===== config.mk =====
export PLATFORM = sky130hd
export DESIGN_NAME = ufs_ctrl
export DESIGN_NICKNAME = d
export VERILOG_FILES = /design/src/hw/rtl/ufs_pkg.sv /design/src/hw/rtl/ufs_ctrl.sv
export SDC_FILE = /design/constraint.sdc
export NUM_CORES = 1
export LEC_CHECK = 0
export ABC_AREA = 1
export BUFFER_PORTS_ARGS = -buffer_cell sky130_fd_sc_hd__clkbuf_2
export CORE_UTILIZATION = 40
export DETAILED_ROUTE_END_ITERATION = 16
export PLACE_DENSITY_LB_ADDON = 0.2
export SYNTH_ARGS = -nofsm -noshare
export SYNTH_HDL_FRONTEND = slang
export SYNTH_SLANG_ARGS = --single-unit

===== constraint.sdc =====
create_clock -name clk -period 6.9 [get_ports clk]
set_input_delay 0.345 -clock clk [delete_from_list [all_inputs] [get_ports clk]]
set_output_delay 0.345 -clock clk [all_outputs]
set_load 0.02 [all_outputs]

===== src/hw/rtl/ufs_pkg.sv =====
`timescale 1ns / 1ps

package ufs_pkg;

  localparam int ELEMENTS   = 1024;
  localparam int ELEM_W     = 10;
  localparam int ADDR_W     = (ELEMENTS > 2) ? $clog2(ELEMENTS) : 1;
  localparam int WALK_LIMIT = 2 * ELEMENTS + 4;
  localparam int STEP_W     = $clog2(WALK_LIMIT + 1);

  localparam logic OP_UNION = 1'b0;
  localparam logic OP_FIND  = 1'b1;

  typedef logic [ELEM_W-1:0] elem_t;
  typedef logic [ADDR_W-1:0] addr_t;

  typedef struct packed {
    logic  idle;
    logic  done;
    elem_t root;
    logic  merged;
  } ctrl_status_t;

  function automatic logic in_range(elem_t x);
    return 32'(x) < 32'(ELEMENTS);
  endfunction

  function automatic addr_t to_addr(elem_t x);
    return ADDR_W'(x);
  endfunction

endpackage


===== src/hw/rtl/ufs_ctrl.sv =====
`timescale 1ns / 1ps

module ufs_ctrl (
  input  logic                  clk,
  input  logic                  rst,
  input  logic                  start,
  input  logic                  opcode,
  input  ufs_pkg::elem_t        elem_a,
  input  ufs_pkg::elem_t        elem_b,
  input  logic                  out_free,
  input  ufs_pkg::elem_t        rd_data0,
  input  ufs_pkg::elem_t        rd_data1,
  output ufs_pkg::addr_t        rd_addr0,
  output ufs_pkg::addr_t        rd_addr1,
  output logic                  wr_en,
  output ufs_pkg::addr_t        wr_addr,
  output ufs_pkg::elem_t        wr_data,
  output ufs_pkg::ctrl_status_t status
);

  import ufs_pkg::*;

  typedef enum logic [2:0] {
    S_CLEAR,
    S_IDLE,
    S_FIND_UP,
    S_FIND_FIX,
    S_UNION,
    S_OUT
  } state_t;

  state_t              state;
  addr_t               clr_cnt;
  logic [STEP_W-1:0]   steps;
  elem_t               x;
  elem_t               y;
  elem_t               res;
  logic                link_made;

  logic step_max;
  logic eq0;
  logic lt01;
  logic eq01;
  logic walk_go;

  // Shared compare on the words coming back from the table.
  assign step_max = (steps == STEP_W'(WALK_LIMIT));
  assign eq0      = (rd_data0 == x);
  assign eq01     = (rd_data0 == rd_data1);
  assign lt01     = (rd_data0 < rd_data1);

  always_comb begin
    walk_go  = 1'b0;
    rd_addr0 = to_addr(x);
    rd_addr1 = to_addr(y);
    wr_en    = 1'b0;
    wr_addr  = to_addr(x);
    wr_data  = y;
    unique case (state)
      S_CLEAR: begin
        wr_en   = 1'b1;
        wr_addr = clr_cnt;
        wr_data = ELEM_W'(clr_cnt);
      end
      S_IDLE: begin
        rd_addr0 = to_addr(elem_a);
        rd_addr1 = to_addr(elem_b);
      end
      S_FIND_UP: begin
        walk_go = !eq0 && !step_max;
        if (walk_go) begin
          rd_addr0 = to_addr(rd_data0);
        end else begin
          rd_addr0 = to_addr(y);
        end
      end
      S_FIND_FIX: begin
        walk_go = !eq0 && !step_max;
        if (walk_go) begin
          wr_en    = 1'b1;
          wr_addr  = to_addr(y);
          wr_data  = x;
          rd_addr0 = to_addr(rd_data0);
        end
      end
      S_UNION: begin
        walk_go = !eq01 && !step_max;
        if (walk_go) begin
          wr_en = 1'b1;
          if (lt01) begin
            wr_addr  = to_addr(x);
            wr_data  = rd_data1;
            rd_addr0 = to_addr(rd_data0);
          end else begin
            wr_addr  = to_addr(y);
            wr_data  = rd_data0;
            rd_addr1 = to_addr(rd_data1);
          end
        end
      end
      S_OUT: begin
      end
      default: begin
      end
    endcase
  end

  always_ff @(posedge clk) begin
    if (rst) begin
      state     <= S_CLEAR;
      clr_cnt   <= '0;
      steps     <= '0;
      link_made <= 1'b0;
    end else begin
      unique case (state)
        S_CLEAR: begin
          clr_cnt <= clr_cnt + 1'b1;
          if (clr_cnt == ADDR_W'(ELEMENTS - 1)) begin
            state <= S_IDLE;
          end
        end
        S_IDLE: begin
          if (start) begin
            steps     <= '0;
            link_made <= 1'b0;
            x         <= elem_a;
            if (opcode == OP_FIND) begin
              res   <= elem_a;
              y     <= elem_a;
              state <= in_range(elem_a) ? S_FIND_UP : S_OUT;
            end else begin
              res   <= elem_b;
              y     <= elem_b;
              state <= (in_range(elem_a) && in_range(elem_b)) ? S_UNION : S_OUT;
            end
          end
        end
        S_FIND_UP: begin
          if (walk_go) begin
            x     <= rd_data0;
            steps <= steps + 1'b1;
          end else begin
            steps <= '0;
            state <= S_FIND_FIX;
          end
        end
        S_FIND_FIX: begin
          if (walk_go) begin
            y     <= rd_data0;
            steps <= steps + 1'b1;
          end else begin
            res   <= x;
            state <= S_OUT;
          end
        end
        S_UNION: begin
          if (!walk_go) begin
            state <= S_OUT;
          end else begin
            steps <= steps + 1'b1;
            if (lt01) begin
              if (rd_data0 == x) begin
                res       <= rd_data1;
                link_made <= 1'b1;
                state     <= S_OUT;
              end else begin
                x <= rd_data0;
              end
            end else begin
              if (rd_data1 == y) begin
                res       <= rd_data0;
                link_made <= 1'b1;
                state     <= S_OUT;
              end else begin
                y <= rd_data1;
              end
            end
          end
        end
        S_OUT: begin
          if (out_free) begin
            state <= S_IDLE;
          end
        end
        default: begin
          state <= S_IDLE;
        end
      endcase
    end
  end

  assign status.idle   = (state == S_IDLE);
  assign status.done   = (state == S_OUT);
  assign status.root   = res;
  assign status.merged = link_made;

endmodule


=== Word level (Yosys, flattened, before mapping) ===
Cells that the tools add are included.

* Register bits: 56
* Bits of input ports: 45
* Output and inout port bits: 54
* Logic and storage cells: 115

* $add $sub $neg: 2
* $lt $le $gt $ge: 1
* Eq/ne operators: 27
* Muxes and demuxes: 59
* Bitwise logic cells: 1
* Reduce and logical (&&, ||, !) cells: 18

{| class="wikitable"
|+ Operators with widths
! cell !! count
|-
| $mux W10 || 27
|-
| $pmux W10 S3 || 5
|-
| $pmux W10 S4 || 1
|-
| $mux W12 || 3
|-
| $pmux W12 S3 || 1
|-
| $eq A10 B10 Y1 || 3
|-
| $mux W3 || 10
|-
| $reduce_and A7 Y1 || 4
|-
| $ne A2 B2 Y1 const B || 12
|-
| $pmux W10 S2 || 1
|-
| $pmux W3 S6 || 1
|-
| $add A12 B1 Y12 const B || 1
|-
| $eq A12 B12 Y1 const B || 1
|-
| $add A10 B1 Y10 const B || 1
|-
| $eq A10 B10 Y1 const B || 1
|-
| $lt A10 B10 Y1 || 1
|-
| $reduce_bool A3 Y1 || 3
|-
| $ne A4 B4 Y1 const B || 2
|-
| $mux W1 || 7
|-
| $eq A3 B2 Y1 const B || 2
|-
| $eq A3 B3 Y1 const B || 2
|-
| $ne A3 B3 Y1 const B || 2
|-
| $reduce_and A5 Y1 || 1
|-
| $pmux W1 S2 || 2
|-
| 10 further kinds || 14
|}

=== Depth between registers and ports, before layout ===
Gate-level depths: netlist of run 1.

* Word-level depth: 6
* Depth in mapped cells: 15

=== Least setup slack after synthesis of run 1 ===
OpenSTA, ideal clock, no wires.

* Path type: input port to flip-flop
* From: input port rd_data1[9]
* To: register y[0] (enable)
* Data arrival time: 2.158 ns
* Required time: 6.510 ns
* Path slack: 4.352 ns
* Cell stages on the path: 9
* Cells stage by stage: inv_1 ha_1 nand2_1 nor2_2 nand3_1 nand3_2 buf_2 a21oi_1 nor3_1

* Cells in the longest elaborated chain, start to end: 6

{| class="wikitable"
|+ Ends and longest elaborated chain
! item !! RTL line !! RTL
|-
| start, declared || ufs_ctrl.sv:12 || <nowiki>input ufs_pkg::elem_t rd_data1,</nowiki>
|-
| parallel branches: the longest is 5 deep, another holds $lt A10 B10 Y1 || n/a ||
|-
| $reduce_and A7 Y1 (no source line) * || n/a ||
|-
| end signal, assigned || ufs_ctrl.sv:129 || <nowiki>y <= elem_a;</nowiki>
|-
| end signal, assigned || ufs_ctrl.sv:133 || <nowiki>y <= elem_b;</nowiki>
|-
| end signal, assigned || ufs_ctrl.sv:149 || <nowiki>y <= rd_data0;</nowiki>
|-
| end, declared || ufs_ctrl.sv:36 || <nowiki>elem_t y;</nowiki>
|}

Every way passes the cells marked *.
A chain may end at the register's enable or synchronous reset.

=== Final worst setup path of run 1 ===
* From: register state[2]
* To: output port wr_addr[5]

* Cells in the longest elaborated chain, start to end: 2

{| class="wikitable"
|+ Ends and longest elaborated chain
! item !! RTL line !! RTL
|-
| start, declared || ufs_ctrl.sv:32 || <nowiki>state_t state;</nowiki>
|-
| start signal, assigned || ufs_ctrl.sv:130 || <nowiki>state <= in_range(elem_a) ? S_FIND_UP : S_OUT;</nowiki>
|-
| start signal, assigned || ufs_ctrl.sv:134 || <nowiki>state <= (in_range(elem_a) && in_range(elem_b)) ? S_UNION : S_OUT;</nowiki>
|-
| $eq A3 B3 Y1 (tied with other cells) || ufs_ctrl.sv:59 || <nowiki>unique case (state)</nowiki>
|-
| $pmux W10 S3 * || ufs_ctrl.sv:59 ||
|-
| end, declared || ufs_ctrl.sv:16 || <nowiki>output ufs_pkg::addr_t wr_addr,</nowiki>
|}

Every way passes the cells marked *; elsewhere a longest branch is shown, timed or not.

==> results of run 1 <==
==> cells by family after synthesis <==
logic type / Yosys count / share of synthesized area, %
buffers and inverters: 129 / 10.70
AND/OR/NAND/NOR: 392 / 34.01
AO/OA/AOI/OAI: 198 / 23.98
adder cells (fa/ha/maj): 13 / 3.197
XOR/XNOR: 1 / 0.1722
flip-flops: 56 / 27.94
==> critical path: cells and delay by family (launching register included) <==
family,cells,cell delay [ps]
flip-flops,1,500
AND/OR/NAND/NOR,6,1690
buffers and inverters,5,970
==> sequential cells by signal (all words and copies together) (netlist names) <==
name and cells:
clr_cnt 10, link_made 1, res 10, state 3, steps 12, x 10
y 10
==> power breakdown <==
group | leakage, nW | total, W | switching, W | internal, W
clock | 0.0883 | 0.000311 | 0.000134 | 0.000177
sequential | 0.487 | 0.000540 | 0.0000746 | 0.000465
combinational | 2.09 | 0.00180 | 0.00128 | 0.000518
total | 2.67 | 0.00265 | 0.00149 | 0.00116
==> layout by cell type, fill, tap and decap left out, types with 3 or more instances in the layout <==
master / instances
nor2_1: 52
o211ai_1: 34
nand3_2: 4
nand4_1: 32
ha_1: 13
nand2_2: 5
nor2_4: 4
o21ai_0: 50
inv_1: 79
clkbuf_2: 98
nor2_2: 4
o21a_1: 7
nand2_1: 235
nand3b_1: 3
o221ai_1: 14
nor3_1: 13
o22ai_1: 10
inv_2: 13
clkbuf_16: 6
buf_4: 5
a22oi_1: 10
nand3_1: 32
a21oi_1: 62
dfxtp_1: 26
edfxtp_1: 30
==> final cells by class <==
class                           instances  area share [%]
Clock buffer                            8           3.054
Inverter                               94           6.066
Sequential cell                        56           24.44
Multi-Input combinational cell        604           53.75
Timing Repair Buffer                  103           9.077
Tap cell                              168           3.614
==> metrics by stage <==
step                      util (%)  cells  hold WS [ps]  total power [W]
after global routing         47.63   1033         433.5         0.002823
after global placement       46.18   1025         469.3         0.002328
final                        47.63   1033         384.9         0.002651
after detailed placement     46.18   1025         471.5         0.002323
after floorplan                  -    789         438.0         0.001740
after CTS                    47.63   1033         386.1         0.002636
==> metal layers <==
metal / GRT usage [%] / routed length (um)
met2: 44.53 / 8359
met4: 14.20 / 552
met3: 5.061 / 1519
met1: 38.54 / 8002
met5: 0 / 0
==> final timing paths <==
kind / startpoint / end / cells past startpoint / slack [ps]
worst max-delay path: state[2] / wr_addr[5] / 11 / 3070
worst min register to register: steps[10] / steps[10] / 2 / 480
worst min-delay path: elem_a[1] / x[1] / 3 / 380
worst max register to register: x[3] / res[7] / 12 / 3410
==> out/summary.txt, run 1 <==
================================================================================
Synth-to-layout area growth .......................................       14.34%
Relative max-transition margin ....................................       23.92%
Later-pin clock latency in the skew report ........................       320 ps
WS Path Type ...................................................... flip-flop to output port
Die area ..........................................................    13170 um2
Most frequent cell on the critical path ...........................       nor2_1
Inserted Clock Buffers ............................................            5
Outcome ........................................................... complete, no violations
Final wirelength ..................................................     18.43 mm
Maximum clock frequency ...........................................    261.2 MHz
Synth Register Bits ...............................................           56
Final cycle utilization of the critical path ......................       55.49%
Final setup fails .................................................            0
Filler instances ..................................................         1323
Count of input and output buffers .................................           98
Fraction of layout cells with a size suffix above 1 ...............       17.11%
Kind of start point of the critical path ..........................    flip-flop
Crit path largest cell delay ......................................       710 ps
Synthesized area per cell .........................................    6.448 um2
Arrival time of data at the critical path endpoint ................      3480 ps
# diodes ..........................................................            0
Global placer's final weighted congestion .........................       0.9182
Die Wd ............................................................     114.8 um
Slew of the pin with the lowest slew margin .......................      1137 ps
Placement Cell Area ...............................................     5639 um2
Number of clock sinks seen by CTS .................................           56
First-iteration detailed-routing DRC count ........................          828
Cell with the most instances after synthesis ......................      nand2_1
Classification of the worst-slack hold path ....................... input pin to flip-flop
DR vias ...........................................................         5814
Biggest area contributors in the synthesized netlist .............. edfxtp_1 18%, nand2_1 17%, dfxtp_1 10%, a21oi_1 6.1%, inv_1 5.8%
Core ar. ..........................................................    12210 um2
Boundary Pins .....................................................           99
RSZ-0062 raised after global routing ..............................           no
Max-slew violations ...............................................            0
Height of the die .................................................     114.8 um
Maximum buffer depth of the clock tree ............................            2
Ordered cell list for the critical path ........................... nor2_1 -> inv_2 -> nor2_4 -> nor2_1 -> buf_4 -> inv_2 -> nor2_1 -> buf_4 -> nand2_1 -> nand4_1 -> clkbuf_2
CP max FO .........................................................           17
Area share of the largest cell type after synthesis ...............       17.71%
Critical Path RT ..................................................      6550 ps
Gr usage total ....................................................       28.69%
Dominant cell type by area after synthesis ........................     edfxtp_1
Most frequent cells after synthesis ............................... 235 x nand2_1, 79 x inv_1, 62 x a21oi_1
Cell area after layout ............................................     5817 um2
Worst IR Drop VDD .................................................    0.1963 mV
Power per cell area ............................................... 455.7 nW/um2
First-pass GRT wire length ........................................     28.55 mm
Count of endpoints failing hold in the final timing report ........            0
Hold bufs inserted after CTS ......................................            0
Number of antenna violations at the first check in global routing .            0
Minimum period implied by the final worst setup slack .............      3829 ps
Clock tree from TritonCTS .........................................         done
Count of antenna-violating nets left after detailed routing .......            0
Leakage ...........................................................     2.667 nW
FP Rows ...........................................................           40
Slowest CP cell ...................................................       nor2_1
First drt pass iteration count ....................................            6
Sequential-to-total area share from yosys stat ....................       27.94%
Number of distinct library cells after synthesis ..................           44
Synthesis warning total ...........................................            0
Number of flops mapped to enable cells by yosys ...................           30
Most frequently used flop master after synthesis ..................     edfxtp_1
Worst setup slack before clock tree synthesis .....................      3403 ps
Number of standard cells after synthesis ..........................          789
Placed wire-length estimate after detailed placement ..............     13.05 mm
Initial core utilization ..........................................       41.66%
Multi-input logic area ............................................     3127 um2
Slack of the critical path ........................................      3071 ps
Maximum number of pins on one net before global-route repair ......           52
Post-CTS Setup Repair Bufs ........................................            0
H-tree depth ......................................................            2
Via count of the first global-routing pass ........................         5320
Area of all sequential standard cells .............................     1421 um2
Cts repair resizes ................................................            0
Fraction of registers with async set/reset ........................           0%
Cell area after synthesis .........................................     5087 um2
Average routed wire per standard cell .............................     17.85 um
Max-cap violation count ...........................................            0
Critical Path End Type ............................................  output port
Remaining design rule violation count .............................            0
Fin Clk Skew ......................................................     16.21 ps
Global route overflow .............................................            0
CTS root buf ......................................................    clkbuf_16
Syn_nets ..........................................................          847
Mean number of vias per cell ......................................        5.628
CTS clock-pin slew for the worst setup and hold paths .............        80 ps
Setup_tns .........................................................         0 ps
Final layout net count ............................................          922
================================================================================
(Power assumes the default switching activity.)
==> inputs of run 2 (changes only) <==
==> constraint.sdc (replaced) <==
create_clock -name clk -period 3.6 [get_ports clk]
set_input_delay 0.18 -clock clk [delete_from_list [all_inputs] [get_ports clk]]
set_output_delay 0.18 -clock clk [all_outputs]
set_load 0.02 [all_outputs]
==> out/summary.txt, run 2 (synthesis gave the netlist of run 1 again) <==
=====================================================================================
First-pass GRT wire length .............................................     28.02 mm   -1.9%
Post-CTS Setup Repair Bufs .............................................            0   unchanged
Inserted Clock Buffers .................................................            5   unchanged
Remaining design rule violation count ..................................            0   unchanged
Maximum clock frequency ................................................    337.7 MHz
Die area ...............................................................    13170 um2   unchanged
CP max FO ..............................................................           22   +5
Global route overflow ..................................................            0   unchanged
Via count of the first global-routing pass .............................         5285   -0.66%
CTS root buf ...........................................................    clkbuf_16
Filler instances .......................................................         1281   -3.2%
Final wirelength .......................................................     18.53 mm   +0.50%
Ordered cell list for the critical path ................................ inv_1 -> nand2_1 -> nand2_1 -> nor2_1 -> nand2_1 -> nor2_2 -> nand2_2 -> nand2_2 -> inv_2 -> nand2_2 -> nand2_1 -> o21ai_0 -> nand4_1 -> clkbuf_2
Placed wire-length estimate after detailed placement ...................     13.27 mm   +1.7%
Core ar. ...............................................................    12210 um2   unchanged
RSZ-0062 raised after global routing ...................................           no
Final-layout worst hold slack ..........................................     221.6 ps   -163.3 ps
Average routed wire per standard cell ..................................     17.76 um   -0.46%
Clock tree from TritonCTS ..............................................         done
Number of antenna violations at the first check in global routing ......            0   unchanged
Most used cells in the layout excluding fill and tap cells ............. 235 x nand2_1, 98 x clkbuf_2, 79 x inv_1
Final setup fails ......................................................            0   unchanged
Final layout net count .................................................          932   +1.1%
FP Rows ................................................................           40   unchanged
Count of endpoints failing hold in the final timing report .............            0   unchanged
Slack of the critical path .............................................     638.3 ps   -2433 ps
Flop-to-flop setup slack ...............................................       920 ps   -2490 ps
Count of antenna-violating nets left after detailed routing ............            0   unchanged
Worst IR Drop VDD ......................................................    0.3290 mV   +68%
Initial core utilization ...............................................       41.66%   unchanged
Maximum buffer depth of the clock tree .................................            2   unchanged
First-iteration detailed-routing DRC count .............................          737   -11%
Power per cell area .................................................... 873.3 nW/um2   +92%
Fraction of layout cells with a size suffix above 1 ....................       17.94%   +0.83 points
Number of clock sinks seen by CTS ......................................           56   unchanged
# diodes ...............................................................            0   unchanged
Maximum number of pins on one net before global-route repair ...........           31   -40%
Slew of the pin with the lowest slew margin ............................     666.5 ps   -470.5 ps
H-tree depth ...........................................................            2   unchanged
Classification of the worst-slack hold path ............................ input pin to flip-flop
Gr usage total .........................................................       28.32%   -0.38 points
CTS clock-pin slew for the worst setup and hold paths ..................        80 ps   about the same
Critical Path RT .......................................................      3420 ps   -3130 ps
Kind of start point of the critical path ...............................    flip-flop
Outcome ................................................................ complete, no violations
Leakage ................................................................     2.718 nW   +1.9%
Height of the die ......................................................     114.8 um   unchanged
Hold bufs inserted after CTS ...........................................            0   unchanged
Max-cap violation count ................................................            0   unchanged
Boundary Pins ..........................................................           99   unchanged
Count of input and output buffers ......................................           98   unchanged
Global placer's final weighted congestion ..............................       0.9232   +0.54%
Arrival time of data at the critical path endpoint .....................      2780 ps   -700 ps
Die Wd .................................................................     114.8 um   unchanged
Synth-to-layout area growth ............................................       15.84%
Cts repair resizes .....................................................            0   unchanged
Most flop-heavy register ...............................................        steps
Most frequent cell on the critical path ................................      nand2_1
Crit path largest cell delay ...........................................       470 ps   -240 ps
Most frequent standard cell in the layout excluding fill and tap cells .      nand2_1
First drt pass iteration count .........................................            7   +1
DR vias ................................................................         5894   +1.4%
Setup_tns ..............................................................         0 ps   unchanged
Minimum period implied by the final worst setup slack ..................      2962 ps
WS Path Type ........................................................... flip-flop to output port
Relative max-transition margin .........................................       55.46%   +32 points
Critical Path End Type .................................................  output port
Slowest CP cell ........................................................     edfxtp_1
Fin Clk Skew ...........................................................     13.66 ps   -2.553 ps
Final cycle utilization of the critical path ...........................       82.27%
Mean number of vias per cell ...........................................        5.651   +0.40%
Flip-flop count of the largest register after layout ...................           12   unchanged
Max-slew violations ....................................................            0   unchanged
Worst setup slack before clock tree synthesis ..........................     935.5 ps   -2467 ps
Later-pin clock latency in the skew report .............................       320 ps   about the same
=====================================================================================
-- run 2: cell count changes in the layout (fill, tap and decap cells not counted), sizes merged --
cell	previous run	this run
buf	5	15
-- run 2: stage by stage --
| step | std cells | utilization (%) | power (W) | cell area, um2 |
|---|---|---|---|---|
| floorplan | 789 | - | 0.003334 | 5087 |
| global placement | 1035 | 46.79 | 0.004504 | 5714 |
| detailed placement | 1035 | 46.79 | 0.004488 | 5714 |
| CTS | 1043 | 48.26 | 0.005095 | 5893 |
| global route | 1043 | 48.26 | 0.005458 | 5893 |
| finish | 1043 | 48.26 | 0.005147 | 5893 |
-- run 2: per-layer routing --
metal / global-route usage [%] / routed length, um
met1: 36.78 / 7877
met2: 43.72 / 8191
met3: 5.640 / 1660
met4: 16.71 / 798
met5: 0 / 0
-- run 2: worst paths after layout --
check                                from         end  depth (start not counted)
worst min-delay path            elem_a[3]        x[3]                          3
worst max register to register   state[2]        x[2]                          8
worst min register to register  steps[10]   steps[10]                          2
worst max-delay path                 x[0]  wr_addr[7]                         14
-- run 2: final cells by class --
type | instances | area [um2] | share of cell area, %
tap | 168 | 210.2 | 3.567
inverter | 94 | 352.8 | 5.987
clock buffer | 8 | 178.9 | 3.036
sequential | 56 | 1421 | 24.12
timing repair buffer | 113 | 603.1 | 10.23
multi-input combinational | 604 | 3127 | 53.06
-- run 2: critical path: cells and delay by family (launching register included) --
family / cells / cell delay, ps
buffers and inverters: 3 / 340
AND/OR/NAND/NOR: 10 / 1530
flip-flops: 1 / 470
AO/OA/AOI/OAI: 1 / 120
-- run 2: power by group --
part | internal [W] | total, W | switching (W)
Sequential | 0.000888 | 0.00103 | 0.000140
Combinational | 0.00104 | 0.00351 | 0.00247
Clock | 0.000345 | 0.000606 | 0.000262
Total | 0.00227 | 0.00515 | 0.00288
